--- src/hw/rtl/cas_pkg.sv ---
package cas_pkg;

	localparam int MaxResults = 3;
	localparam int CntW       = 2;
	localparam int QueueDepth = 2;
	localparam int QPtrW      = 1;

	localparam logic [7:0] ChBslash = 8'h5C;
	localparam logic [7:0] ChSquote = 8'h27;
	localparam logic [7:0] ChDquote = 8'h22;
	localparam logic [7:0] ChLf     = 8'h0A;
	localparam logic [7:0] ChTab    = 8'h09;
	localparam logic [7:0] ChSpace  = 8'h20;
	localparam logic [7:0] ChN      = 8'h6E;
	localparam logic [7:0] ChT      = 8'h74;
	localparam logic [7:0] ChDollar = 8'h24;
	localparam logic [7:0] ChBang   = 8'h21;

	typedef struct packed {
		logic [7:0] in_byte;
		logic       line_last;
	} in_item_t;

	typedef struct packed {
		logic [7:0] out_byte;
		logic       byte_valid;
		logic       new_argument;
		logic       line_done;
	} out_item_t;

	// results of one input byte, slot 0 goes out first
	typedef struct packed {
		out_item_t [MaxResults-1:0] res;
		logic [CntW-1:0]            cnt;
	} group_t;

	typedef enum logic [1:0] {
		DROP_NONE   = 2'd0,
		DROP_SINGLE = 2'd1,
		DROP_DOUBLE = 2'd2
	} drop_t;

	typedef struct packed {
		logic  single_quoted;
		logic  double_quoted;
		logic  between_arguments;
		logic  pending_backslash;
		drop_t after_quote_drop;
	} flags_t;

	localparam flags_t FlagsReset = '{
		single_quoted:     1'b0,
		double_quoted:     1'b0,
		between_arguments: 1'b1,
		pending_backslash: 1'b0,
		after_quote_drop:  DROP_NONE
	};

	typedef struct packed {
		logic full;
		logic empty;
	} q_status_t;

	function automatic logic is_ws(input logic [7:0] b);
		return (b == ChSpace) || ((b >= 8'd9) && (b <= 8'd13));
	endfunction

endpackage

--- src/hw/rtl/cas_front.sv ---
module cas_front (
	input  logic               clk,
	input  logic               arst_n,
	input  logic               in_valid,
	output logic               in_ready,
	input  cas_pkg::in_item_t  in_item,
	input  cas_pkg::q_status_t q_status,
	output logic               push,
	output cas_pkg::group_t    push_group
);

	cas_pkg::flags_t flags_q;
	cas_pkg::flags_t f;
	cas_pkg::flags_t flags_nxt;
	cas_pkg::group_t g;
	logic [cas_pkg::CntW-1:0] n;
	logic [7:0] b;
	logic [7:0] esc_byte;
	logic       last;
	logic       esc_keep;
	logic       do_fresh;
	logic       do_place;
	logic       accept;

	always_comb begin
		f        = flags_q;
		g        = '0;
		n        = '0;
		b        = in_item.in_byte;
		last     = in_item.line_last;
		esc_keep = 1'b0;
		esc_byte = b;
		do_fresh = 1'b0;
		do_place = 1'b0;

		if (f.pending_backslash) begin
			f.pending_backslash = 1'b0;
			esc_keep = 1'b1;
			priority if (b == cas_pkg::ChN) begin
				esc_byte = cas_pkg::ChLf;
			end else if (b == cas_pkg::ChT) begin
				esc_byte = cas_pkg::ChTab;
			end else if (b == cas_pkg::ChDollar || b == cas_pkg::ChBang ||
				b == cas_pkg::ChBslash || b == cas_pkg::ChSpace) begin
				esc_byte = b;
			end else begin
				// not an escape: backslash is literal, byte handled on its own
				esc_byte = cas_pkg::ChBslash;
				do_fresh = 1'b1;
			end
		end else if (f.after_quote_drop == cas_pkg::DROP_SINGLE) begin
			f.after_quote_drop = cas_pkg::DROP_NONE;
			if (b == cas_pkg::ChDquote) begin
				f.double_quoted    = ~f.double_quoted;
				f.after_quote_drop = cas_pkg::DROP_DOUBLE;
			end else begin
				do_place = 1'b1;
			end
		end else if (f.after_quote_drop == cas_pkg::DROP_DOUBLE) begin
			f.after_quote_drop = cas_pkg::DROP_NONE;
			do_place = 1'b1;
		end else begin
			do_fresh = 1'b1;
		end

		if (esc_keep) begin
			g.res[n] = '{out_byte: esc_byte, byte_valid: 1'b1,
				new_argument: f.between_arguments, line_done: 1'b0};
			n = n + cas_pkg::CntW'(1);
			f.between_arguments = 1'b0;
		end

		if (do_fresh) begin
			priority if (b == cas_pkg::ChBslash && !f.single_quoted &&
				!f.double_quoted && !last) begin
				f.pending_backslash = 1'b1;
			end else if (b == cas_pkg::ChSquote) begin
				f.single_quoted    = ~f.single_quoted;
				f.after_quote_drop = cas_pkg::DROP_SINGLE;
			end else if (b == cas_pkg::ChDquote) begin
				f.double_quoted    = ~f.double_quoted;
				f.after_quote_drop = cas_pkg::DROP_DOUBLE;
			end else begin
				do_place = 1'b1;
			end
		end

		if (do_place) begin
			if (cas_pkg::is_ws(b) && !f.single_quoted && !f.double_quoted) begin
				f.between_arguments = 1'b1;
			end else begin
				g.res[n] = '{out_byte: b, byte_valid: 1'b1,
					new_argument: f.between_arguments, line_done: 1'b0};
				n = n + cas_pkg::CntW'(1);
				f.between_arguments = 1'b0;
			end
		end

		if (last) begin
			// quote dropped at line end while between arguments: empty argument
			if (f.after_quote_drop != cas_pkg::DROP_NONE && f.between_arguments) begin
				g.res[n] = '{out_byte: 8'h00, byte_valid: 1'b0,
					new_argument: 1'b1, line_done: 1'b0};
				n = n + cas_pkg::CntW'(1);
			end
			if (n == '0) begin
				g.res[n] = '0;
				n = n + cas_pkg::CntW'(1);
			end
			g.res[n - cas_pkg::CntW'(1)].line_done = 1'b1;
		end

		g.cnt     = n;
		flags_nxt = last ? cas_pkg::FlagsReset : f;
	end

	assign in_ready   = !q_status.full;
	assign accept     = in_valid && in_ready;
	assign push       = accept && (n != '0);
	assign push_group = g;

	always_ff @(posedge clk or negedge arst_n) begin
		if (!arst_n) begin
			flags_q <= cas_pkg::FlagsReset;
		end else if (accept) begin
			flags_q <= flags_nxt;
		end
	end

endmodule

--- src/hw/rtl/cas_fifo.sv ---
module cas_fifo (
	input  logic               clk,
	input  logic               arst_n,
	input  logic               push,
	input  cas_pkg::group_t    push_group,
	input  logic               pop,
	output cas_pkg::group_t    head,
	output cas_pkg::q_status_t q_status
);

	cas_pkg::group_t mem_q [cas_pkg::QueueDepth];
	logic [cas_pkg::QPtrW-1:0] wr_ptr_q;
	logic [cas_pkg::QPtrW-1:0] rd_ptr_q;
	logic [cas_pkg::QPtrW:0]   count_q;
	logic do_push;
	logic do_pop;

	function automatic logic [cas_pkg::QPtrW-1:0] ptr_inc(
		input logic [cas_pkg::QPtrW-1:0] p
	);
		return (p == cas_pkg::QPtrW'(cas_pkg::QueueDepth - 1)) ? '0 :
			p + cas_pkg::QPtrW'(1);
	endfunction

	assign q_status.full  = (count_q == (cas_pkg::QPtrW + 1)'(cas_pkg::QueueDepth));
	assign q_status.empty = (count_q == '0);
	assign do_push        = push && !q_status.full;
	assign do_pop         = pop && !q_status.empty;
	assign head           = mem_q[rd_ptr_q];

	always_ff @(posedge clk) begin
		if (do_push) begin
			mem_q[wr_ptr_q] <= push_group;
		end
	end

	always_ff @(posedge clk or negedge arst_n) begin
		if (!arst_n) begin
			wr_ptr_q <= '0;
			rd_ptr_q <= '0;
			count_q  <= '0;
		end else begin
			if (do_push) begin
				wr_ptr_q <= ptr_inc(wr_ptr_q);
			end
			if (do_pop) begin
				rd_ptr_q <= ptr_inc(rd_ptr_q);
			end
			if (do_push && !do_pop) begin
				count_q <= count_q + (cas_pkg::QPtrW + 1)'(1);
			end else if (do_pop && !do_push) begin
				count_q <= count_q - (cas_pkg::QPtrW + 1)'(1);
			end
		end
	end

endmodule

--- src/hw/rtl/cas_back.sv ---
module cas_back (
	input  logic               clk,
	input  logic               arst_n,
	input  cas_pkg::group_t    head,
	input  cas_pkg::q_status_t q_status,
	output logic               pop,
	output logic               out_valid,
	input  logic               out_ready,
	output cas_pkg::out_item_t out_item
);

	logic [cas_pkg::CntW-1:0] idx_q;
	logic                     out_valid_q;
	cas_pkg::out_item_t       out_item_q;
	logic load;
	logic take;
	logic group_end;

	assign load      = !out_valid_q || out_ready;
	assign take      = load && !q_status.empty;
	assign group_end = (idx_q == head.cnt - cas_pkg::CntW'(1));
	assign pop       = take && group_end;

	always_ff @(posedge clk) begin
		if (take) begin
			out_item_q <= head.res[idx_q];
		end
	end

	always_ff @(posedge clk or negedge arst_n) begin
		if (!arst_n) begin
			idx_q       <= '0;
			out_valid_q <= 1'b0;
		end else begin
			if (load) begin
				out_valid_q <= !q_status.empty;
			end
			if (take) begin
				idx_q <= group_end ? '0 : idx_q + cas_pkg::CntW'(1);
			end
		end
	end

	assign out_valid = out_valid_q;
	assign out_item  = out_item_q;

endmodule

--- src/hw/rtl/command_line_argument_splitter.sv ---
// Command-line splitter: takes one line byte by byte (line_last on the final byte) and
// gives the kept argument bytes, each marked when it starts a new argument, with
// backslash escapes translated and quote bytes dropped; the last result of a line
// carries line_done and the quoting state then starts over. A byte is accepted every
// cycle while the queue is not full; it gives zero, one or two results, and the output
// register sends one result per cycle while out_ready is high. The classifier updates
// its flags in the cycle a byte is accepted and writes the byte's results as one group
// into a two-entry queue, which absorbs output stalls and lets input run on.
module command_line_argument_splitter (
	input  logic               clk,
	input  logic               arst_n,
	input  logic               in_valid,
	output logic               in_ready,
	input  cas_pkg::in_item_t  in_item,
	output logic               out_valid,
	input  logic               out_ready,
	output cas_pkg::out_item_t out_item
);

	cas_pkg::q_status_t q_status;
	cas_pkg::group_t    push_group;
	cas_pkg::group_t    head;
	logic               push;
	logic               pop;

	cas_front u_front (
		.clk        (clk),
		.arst_n     (arst_n),
		.in_valid   (in_valid),
		.in_ready   (in_ready),
		.in_item    (in_item),
		.q_status   (q_status),
		.push       (push),
		.push_group (push_group)
	);

	cas_fifo u_fifo (
		.clk        (clk),
		.arst_n     (arst_n),
		.push       (push),
		.push_group (push_group),
		.pop        (pop),
		.head       (head),
		.q_status   (q_status)
	);

	cas_back u_back (
		.clk       (clk),
		.arst_n    (arst_n),
		.head      (head),
		.q_status  (q_status),
		.pop       (pop),
		.out_valid (out_valid),
		.out_ready (out_ready),
		.out_item  (out_item)
	);

endmodule

--- config.mk ---
export PLATFORM = sky130hd
export DESIGN_NAME = command_line_argument_splitter
export DESIGN_NICKNAME = d
export VERILOG_FILES = /design/src/hw/rtl/cas_pkg.sv /design/src/hw/rtl/cas_front.sv /design/src/hw/rtl/cas_fifo.sv /design/src/hw/rtl/cas_back.sv /design/src/hw/rtl/command_line_argument_splitter.sv
export SDC_FILE = /design/constraint.sdc
export NUM_CORES = 1
export LEC_CHECK = 0
export BUFFER_PORTS_ARGS = -buffer_cell sky130_fd_sc_hd__buf_2
export CORE_MARGIN = 2
export CORE_UTILIZATION = 35
export CTS_CLUSTER_SIZE = 16
export DETAILED_ROUTE_END_ITERATION = 8
export PLACE_DENSITY_LB_ADDON = 0.08
export SYNTH_ARGS = -nofsm -noshare
export SYNTH_HDL_FRONTEND = slang
export SYNTH_HIERARCHICAL = 1
export SYNTH_SLANG_ARGS = --single-unit
--- constraint.sdc ---
create_clock -name clk -period 8.6 [get_ports clk]
set_clock_uncertainty 0.1 [all_clocks]
set_input_delay 0.86 -clock clk [delete_from_list [all_inputs] [get_ports clk]]
set_output_delay 0.86 -clock clk [all_outputs]
set_load 0.05 [all_outputs]
* Word-level counts from Yosys, hierarchy flattened
Memories as Yosys holds them, arrays and structs flattened. Cells that the tools add are included.
Storage, ports and cells: bits in registers 24, bits in latches 0, memory bits (writable) 70, ROM bits 0, input bits 13, output and inout port bits 13, word-level logic and storage cells 170, memories 1
Memories:
- u_fifo.mem_q | depth 2, bits a word 35, read ports 1, clocked after Yosys merged registers in 0, write ports 1, RTL line cas_fifo.sv:11 | cas_pkg::group_t mem_q [cas_pkg::QueueDepth];
Cells by class: add/sub/neg operators 10, multipliers 0, divide/modulo/power cells 0, magnitude comparators 11, eq/ne operators 12, shifts and indexed selects 0, mux-type cells 75, bitwise logic cells 8, reduce and logical (&&, ||, !) cells 39
Operators with widths (count):
- 33-bit 2-to-1 mux | 7
- 11-bit demux with 2-bit select | 4
- 33-bit bitwise mux | 2
- 11-bit 2-to-1 mux | 5
- 8-bit by 6-bit == test with 1-bit output, second input constant | 5
- 2-bit 2-to-1 mux | 19
- 33-bit bitwise AND | 1
- 33-bit NOT | 1
- 8-bit 2-to-1 mux | 4
- 1-bit 2-to-1 mux | 31
- 30-bit bitwise AND | 1
- 30-bit NOT | 1
- 8-bit by 7-bit == test with 1-bit output, second input constant | 3
- 11-bit binary-select mux with 2-bit select | 1
- 1-bit logical AND | 19
- 2-bit by 3-bit < comparator with 1-bit output, second input constant | 4
- 1-bit logical NOT | 10
- 2-bit by 1-bit adder with 2-bit output, second input constant | 4
- 8-bit by 4-bit >= comparator with 1-bit output, second input constant | 1
- 8-bit by 4-bit <= comparator with 1-bit output, second input constant | 1
- 2-bit by 1-bit >= comparator with 1-bit output, second input constant | 3
- 6-bit 2-to-1 mux | 1
- 2-bit nonzero test | 3
- 2-bit by 1-bit subtractor with 2-bit output, second input constant | 3
- 12 further kinds | 21

* Depth between registers and ports, before layout
depth after elaboration 28, depth in mapped cells 26

* Hierarchy
The synthesis kept the hierarchy.
By module, submodules not included:
- cas_fifo | instances 1, cells an instance 128, area an instance 2872.8 um^2
- cas_front | instances 1, cells an instance 211, area an instance 1527.7 um^2
- cas_back | instances 1, cells an instance 67, area an instance 744.5 um^2

* Least setup slack after synthesis
OpenSTA, ideal clock, no wires.
kind in2reg, start in in_item[2] (netlist name), end mem u_fifo/mem_q[0][0] (netlist name), enable pin, arrival 5911 ps, slack 2162 ps, stages on the path 22, buffers on the path 3, cell sequence buf_6 nor4bb_1 buf_4 a22o_1 a311oi_1 xor2_1 or2_2 inv_1 ha_1 a21oi_2 inv_1 ha_1 nor2_1 nand2_1 and2_1 ha_1 clkbuf_1 nand2b_1 o221ai_1 a31oi_1 nand2_1 nor2_1
On the way: word-level cells in the longest chain between the ends 26, elaborated cells between the ends (all ways) 69
Ends and longest elaborated chain:
- start: declaration | RTL line command_line_argument_splitter.sv:14 | input cas_pkg::in_item_t in_item,
- 8-bit by 6-bit == test with 1-bit output, on equally long branches | RTL line cas_front.sv:53, cas_front.sv:80, cas_front.sv:43
- 1-bit 2-to-1 mux / 1-bit logical OR (equally long branches) | RTL line cas_front.sv:53, cas_front.sv:43
- 1-bit 2-to-1 mux / 1-bit logical OR (equally long branches) | RTL line cas_front.sv:51, cas_front.sv:43
- 1-bit 2-to-1 mux / 1-bit logical OR (equally long branches) | RTL line cas_front.sv:36, cas_front.sv:44
- 1-bit logical NOT / 1-bit 2-to-1 mux (equally long branches) | RTL line cas_front.sv:75, cas_front.sv:43
- 1-bit logical AND / 1-bit 2-to-1 mux (equally long branches) | RTL line cas_front.sv:74, cas_front.sv:41
- 1-bit logical AND / 1-bit 2-to-1 mux (equally long branches) | RTL line cas_front.sv:75, cas_front.sv:39
- 2-bit 2-to-1 mux / 1-bit 2-to-1 mux (equally long branches) | RTL line cas_front.sv:74, cas_front.sv:36
- (+11 left out)
- 2-bit 2-to-1 mux | RTL line cas_front.sv:99 | if (last) begin
- 2-bit 2-to-1 mux (*) | RTL line cas_front.sv:99
- 2-bit nonzero test (*) | RTL line cas_front.sv:119 | assign push = accept && (n != '0);
- 1-bit logical AND (*) | RTL line cas_front.sv:119
- via push | RTL line command_line_argument_splitter.sv:23 | logic push;
- 1-bit logical AND (*) | RTL line cas_fifo.sv:27 | assign do_push = push && !q_status.full;
- 1-bit 2-to-1 mux (*) | RTL line cas_fifo.sv:32 | if (do_push) begin
- 1-bit 2-to-1 mux (implied by the code) (*) | RTL line cas_fifo.sv:33 | mem_q[wr_ptr_q] <= push_group;
- end: declaration | RTL line cas_fifo.sv:11
Mark *: on every way through the listed nets, which the timed path passes. The rest lies on a longest branch. The select of a mux whose other input is x is not followed.

* Final worst setup path
start in in_item[4] (netlist name), end mem u_fifo/mem_q[0][26] (netlist name), enable pin
The elaborated chain is that of the path after synthesis.

==> impl_metrics.csv <==
group,metric,value,unit
detailed_routing,vias_per_cell,5.100,
clock_tree,clockBufferDepth,2,
setup_path,crit_type,"primary input to flop",
grt,grt_max_degree,37,
setup_path,cp-start-kind,"primary input",
yosys,ys.flop_type,"edfxtp_1",
yosys,synth_area_leaders,"edfxtp_1, mux2_4, dfrtp_1, ha_1, mux2i_1",
sta,fin_crit,5.942,ns
clock_tree,insertion_delay,0.34,ns
sta,setup_tns,0,ns
sta,setup_viol,0,
yosys,ys_seq_area_share,53.62,%
job,drv_cap,0,
detailed_routing,wl_per_cell,16.68,um
detailed_routing,first_pass_iters,4,
yosys,yosys.cell_types.count,68,
cells_and_area,finalCoreUtilization,38.84,%
detailed_routing,routed_wl,10230,um
sta,maxSlewViolCount,0,
placed_design,gp_congestion,0.8477,
yosys,synth_most_common_cell,"edfxtp_1",
detailed_routing,drtIter0Drc,248,
sta,rsz0062_at_grt,"false",
sta,finalHoldViolCount,0,
detailed_routing,vias,3126,
cells_and_area,areaGrowthSynthToFinish,8.876,%
clock_tree,post-cts-setup-buffers,0,
floorplanning,core_region_area,14420,sq um
sta,fin_crit_sh,69.09,%
floorplanning,initial_core_util,35.67,%
clock_tree,cts_buffers,9,
setup_path,cp.required,8.46,ns
yosys,ys_seq_elements,94,
grt,grt_pass1_vias,3194,
run_status,status,"completed",
cells_and_area,drive_above_1_share,22.61,%
clock_tree,cts-root-buf,"clkbuf_16",
pwr,finalPower,1.664,mW
sta,maxSlewHeadroom,25.07,%
clock_tree,cts_resized,0,
clock_tree,clk_pin_slew,0.07,ns
clock_tree,cts_tree,"yes",
pwr,power_density,297.0,nW/um^2
sta,fmax,0.1683,GHz
yosys,synth_warnings,6,
cells_and_area,finalNetCount,452,
setup_path,arrival,5.80,ns
worst_hold_path,hold_path_class,"primary input to async pin",
floorplanning,placementRows,44,
sta,tightest_slew,1.124,ns
yosys,synth_area_leader_cell,"edfxtp_1",
grt,grt_pass1_wl,16770,um
grt,grt-ovfl-total,0,
floorplanning,io_pins,26,
floorplanning,die_area,15690,sq um
cells_and_area,num_antenna_cells,0,
detailed_routing,ant_nets,0,
yosys,postSynthAreaPerCell,12.67,sq um
yosys,netlist_top_cells_count,"edfxtp_1, nand2_1, mux2_4",
placed_design,port_buffers,25,
clock_tree,clock-sinks,94,
clock_tree,h-tree-depth,3,
floorplanning,die_w,125.2,um
yosys,synth_edf_count,81,
clock_tree,hold_buffers,0,
pwr,max-vdd-ir-drop,0.1084,mV
yosys,async_flop_share,13.83,%
setup_path,cp_max_fo,35,
grt,antenna_found_initial,0,
yosys,syn_inst,406,
floorplanning,die_height,125.2,um
pwr,leakagePower,2.208,nW
grt,track_usage,13.68,%
setup_path,endpoint_kind,"flop",
placed_design,detailed_place_hpwl,6992,um
detailed_routing,drcViolationCount,0,
yosys,synth_top_area_share,47.28,%
yosys,synthesis.area,5145,sq um
stage by stage:
step	instances	instance area (sq um)	hold slack [ns]	setup WS, ns
2_1_floorplan	414	5175	0.3422	2.162
3_5_place_dp	597	5326	0.3699	2.295
4_1_cts	613	5602	0.3120	2.663
5_1_grt	613	5602	0.3289	2.171
3_3_place_gp	597	5326	0.3685	2.490
6_report	613	5602	0.3090	2.658
worst max-delay path: stages:
cell and delay [ns]:
buf_2 0.17, nor4_2 0.51, nand2_2 0.15, a311oi_1 0.29
xor2_1 0.16, or2_2 0.36, inv_1 0.07, ha_1 0.24
a21oi_2 0.28, inv_1 0.12, ha_1 0.31, nor2_1 0.10
nand2_1 0.13, and2_1 0.23, ha_1 0.29, nand2b_1 0.17
o221ai_1 0.14, a31oi_1 0.20, nand2_1 0.16, nor2_4 0.81
power breakdown:
group | switching [mW] | internal, mW | total (mW)
logic | 0.303 | 0.231 | 0.534
registers | 0.106 | 0.655 | 0.762
clock network | 0.172 | 0.196 | 0.368
worst paths after layout:
| check | startpoint | end | slack (ns) | depth (start not counted) |
|---|---|---|---|---|
| max reg2reg | u_front/flags_q[2] | u_fifo/mem_q[0][26] | 2.73 | 18 |
| max in group asynchronous | arst_n | u_front/flags_q[3] | 7.80 | 1 |
| max | in_item[4] | u_fifo/mem_q[0][26] | 2.66 | 20 |
| min | arst_n | u_front/flags_q[5] | 0.31 | 1 |
| min in group clk | u_front/flags_q[3] | u_front/flags_q[3] | 0.38 | 2 |
| min reg2reg | u_front/flags_q[3] | u_front/flags_q[3] | 0.38 | 2 |
flip-flops by register name (all words and copies together) (netlist names):
name and cells:
u_fifo/mem_q 70, u_fifo/count_q 2, u_fifo/wr_ptr_q 1, u_fifo/rd_ptr_q 1, u_back/out_valid 1, u_back/out_item 11
u_back/idx_q 2, u_front/flags_q 6
final cells by class:
cell class | instances | area [sq um]
clock inverter | 7 | 50.05
tap | 184 | 230.2
clock buffer | 9 | 225.2
multi-input combinational | 277 | 2140
inverter | 15 | 56.30
timing repair buffer | 27 | 140.1
fill | 1437 | 8822
sequential | 94 | 2760
layout by cell type (no fill, tap or decap), types with 4 or more instances in the layout:
cell / count
a31oi_1: 4
a21oi_1: 18
nand3_1: 8
ha_1: 15
xor2_1: 4
nand2_1: 32
nor2b_1: 4
nor2_1: 21
xnor2_1: 6
mux2i_1: 15
dfrtp_1: 11
nand4_1: 4
and2_1: 9
conb_1: 9
mux2_4: 29
buf_2: 25
mux2_2: 6
clkbuf_16: 9
nand2b_1: 6
o21ai_0: 22
edfxtp_1: 81
inv_1: 14
nor3_1: 6
layer usage:
layer  wire [um]  track usage, %  part of all wire (%)
met1        4856           17.80                    47
met2        4906           22.63                    48
met3         284           2.653                   2.8
met4         179           5.294                   1.8
met5           0               0                     0
cells by family (layout without fill, tap and decap cells):
family | Yosys count | after routing | share of synthesized area, %
AO/OA/AOI/OAI | 73 | 73 | 9.533
XOR/XNOR | 10 | 10 | 1.702
adder cells (fa/ha/maj) | 15 | 15 | 3.648
buffers and inverters | 43 | 58 | 5.520
flip-flops | 94 | 94 | 53.62
multiplexers | 50 | 50 | 12.69
other | 1 | 9 | 0.07289
AND/OR/NAND/NOR | 120 | 120 | 13.21
No activity file was read; power rests on OpenSTA's default activity.
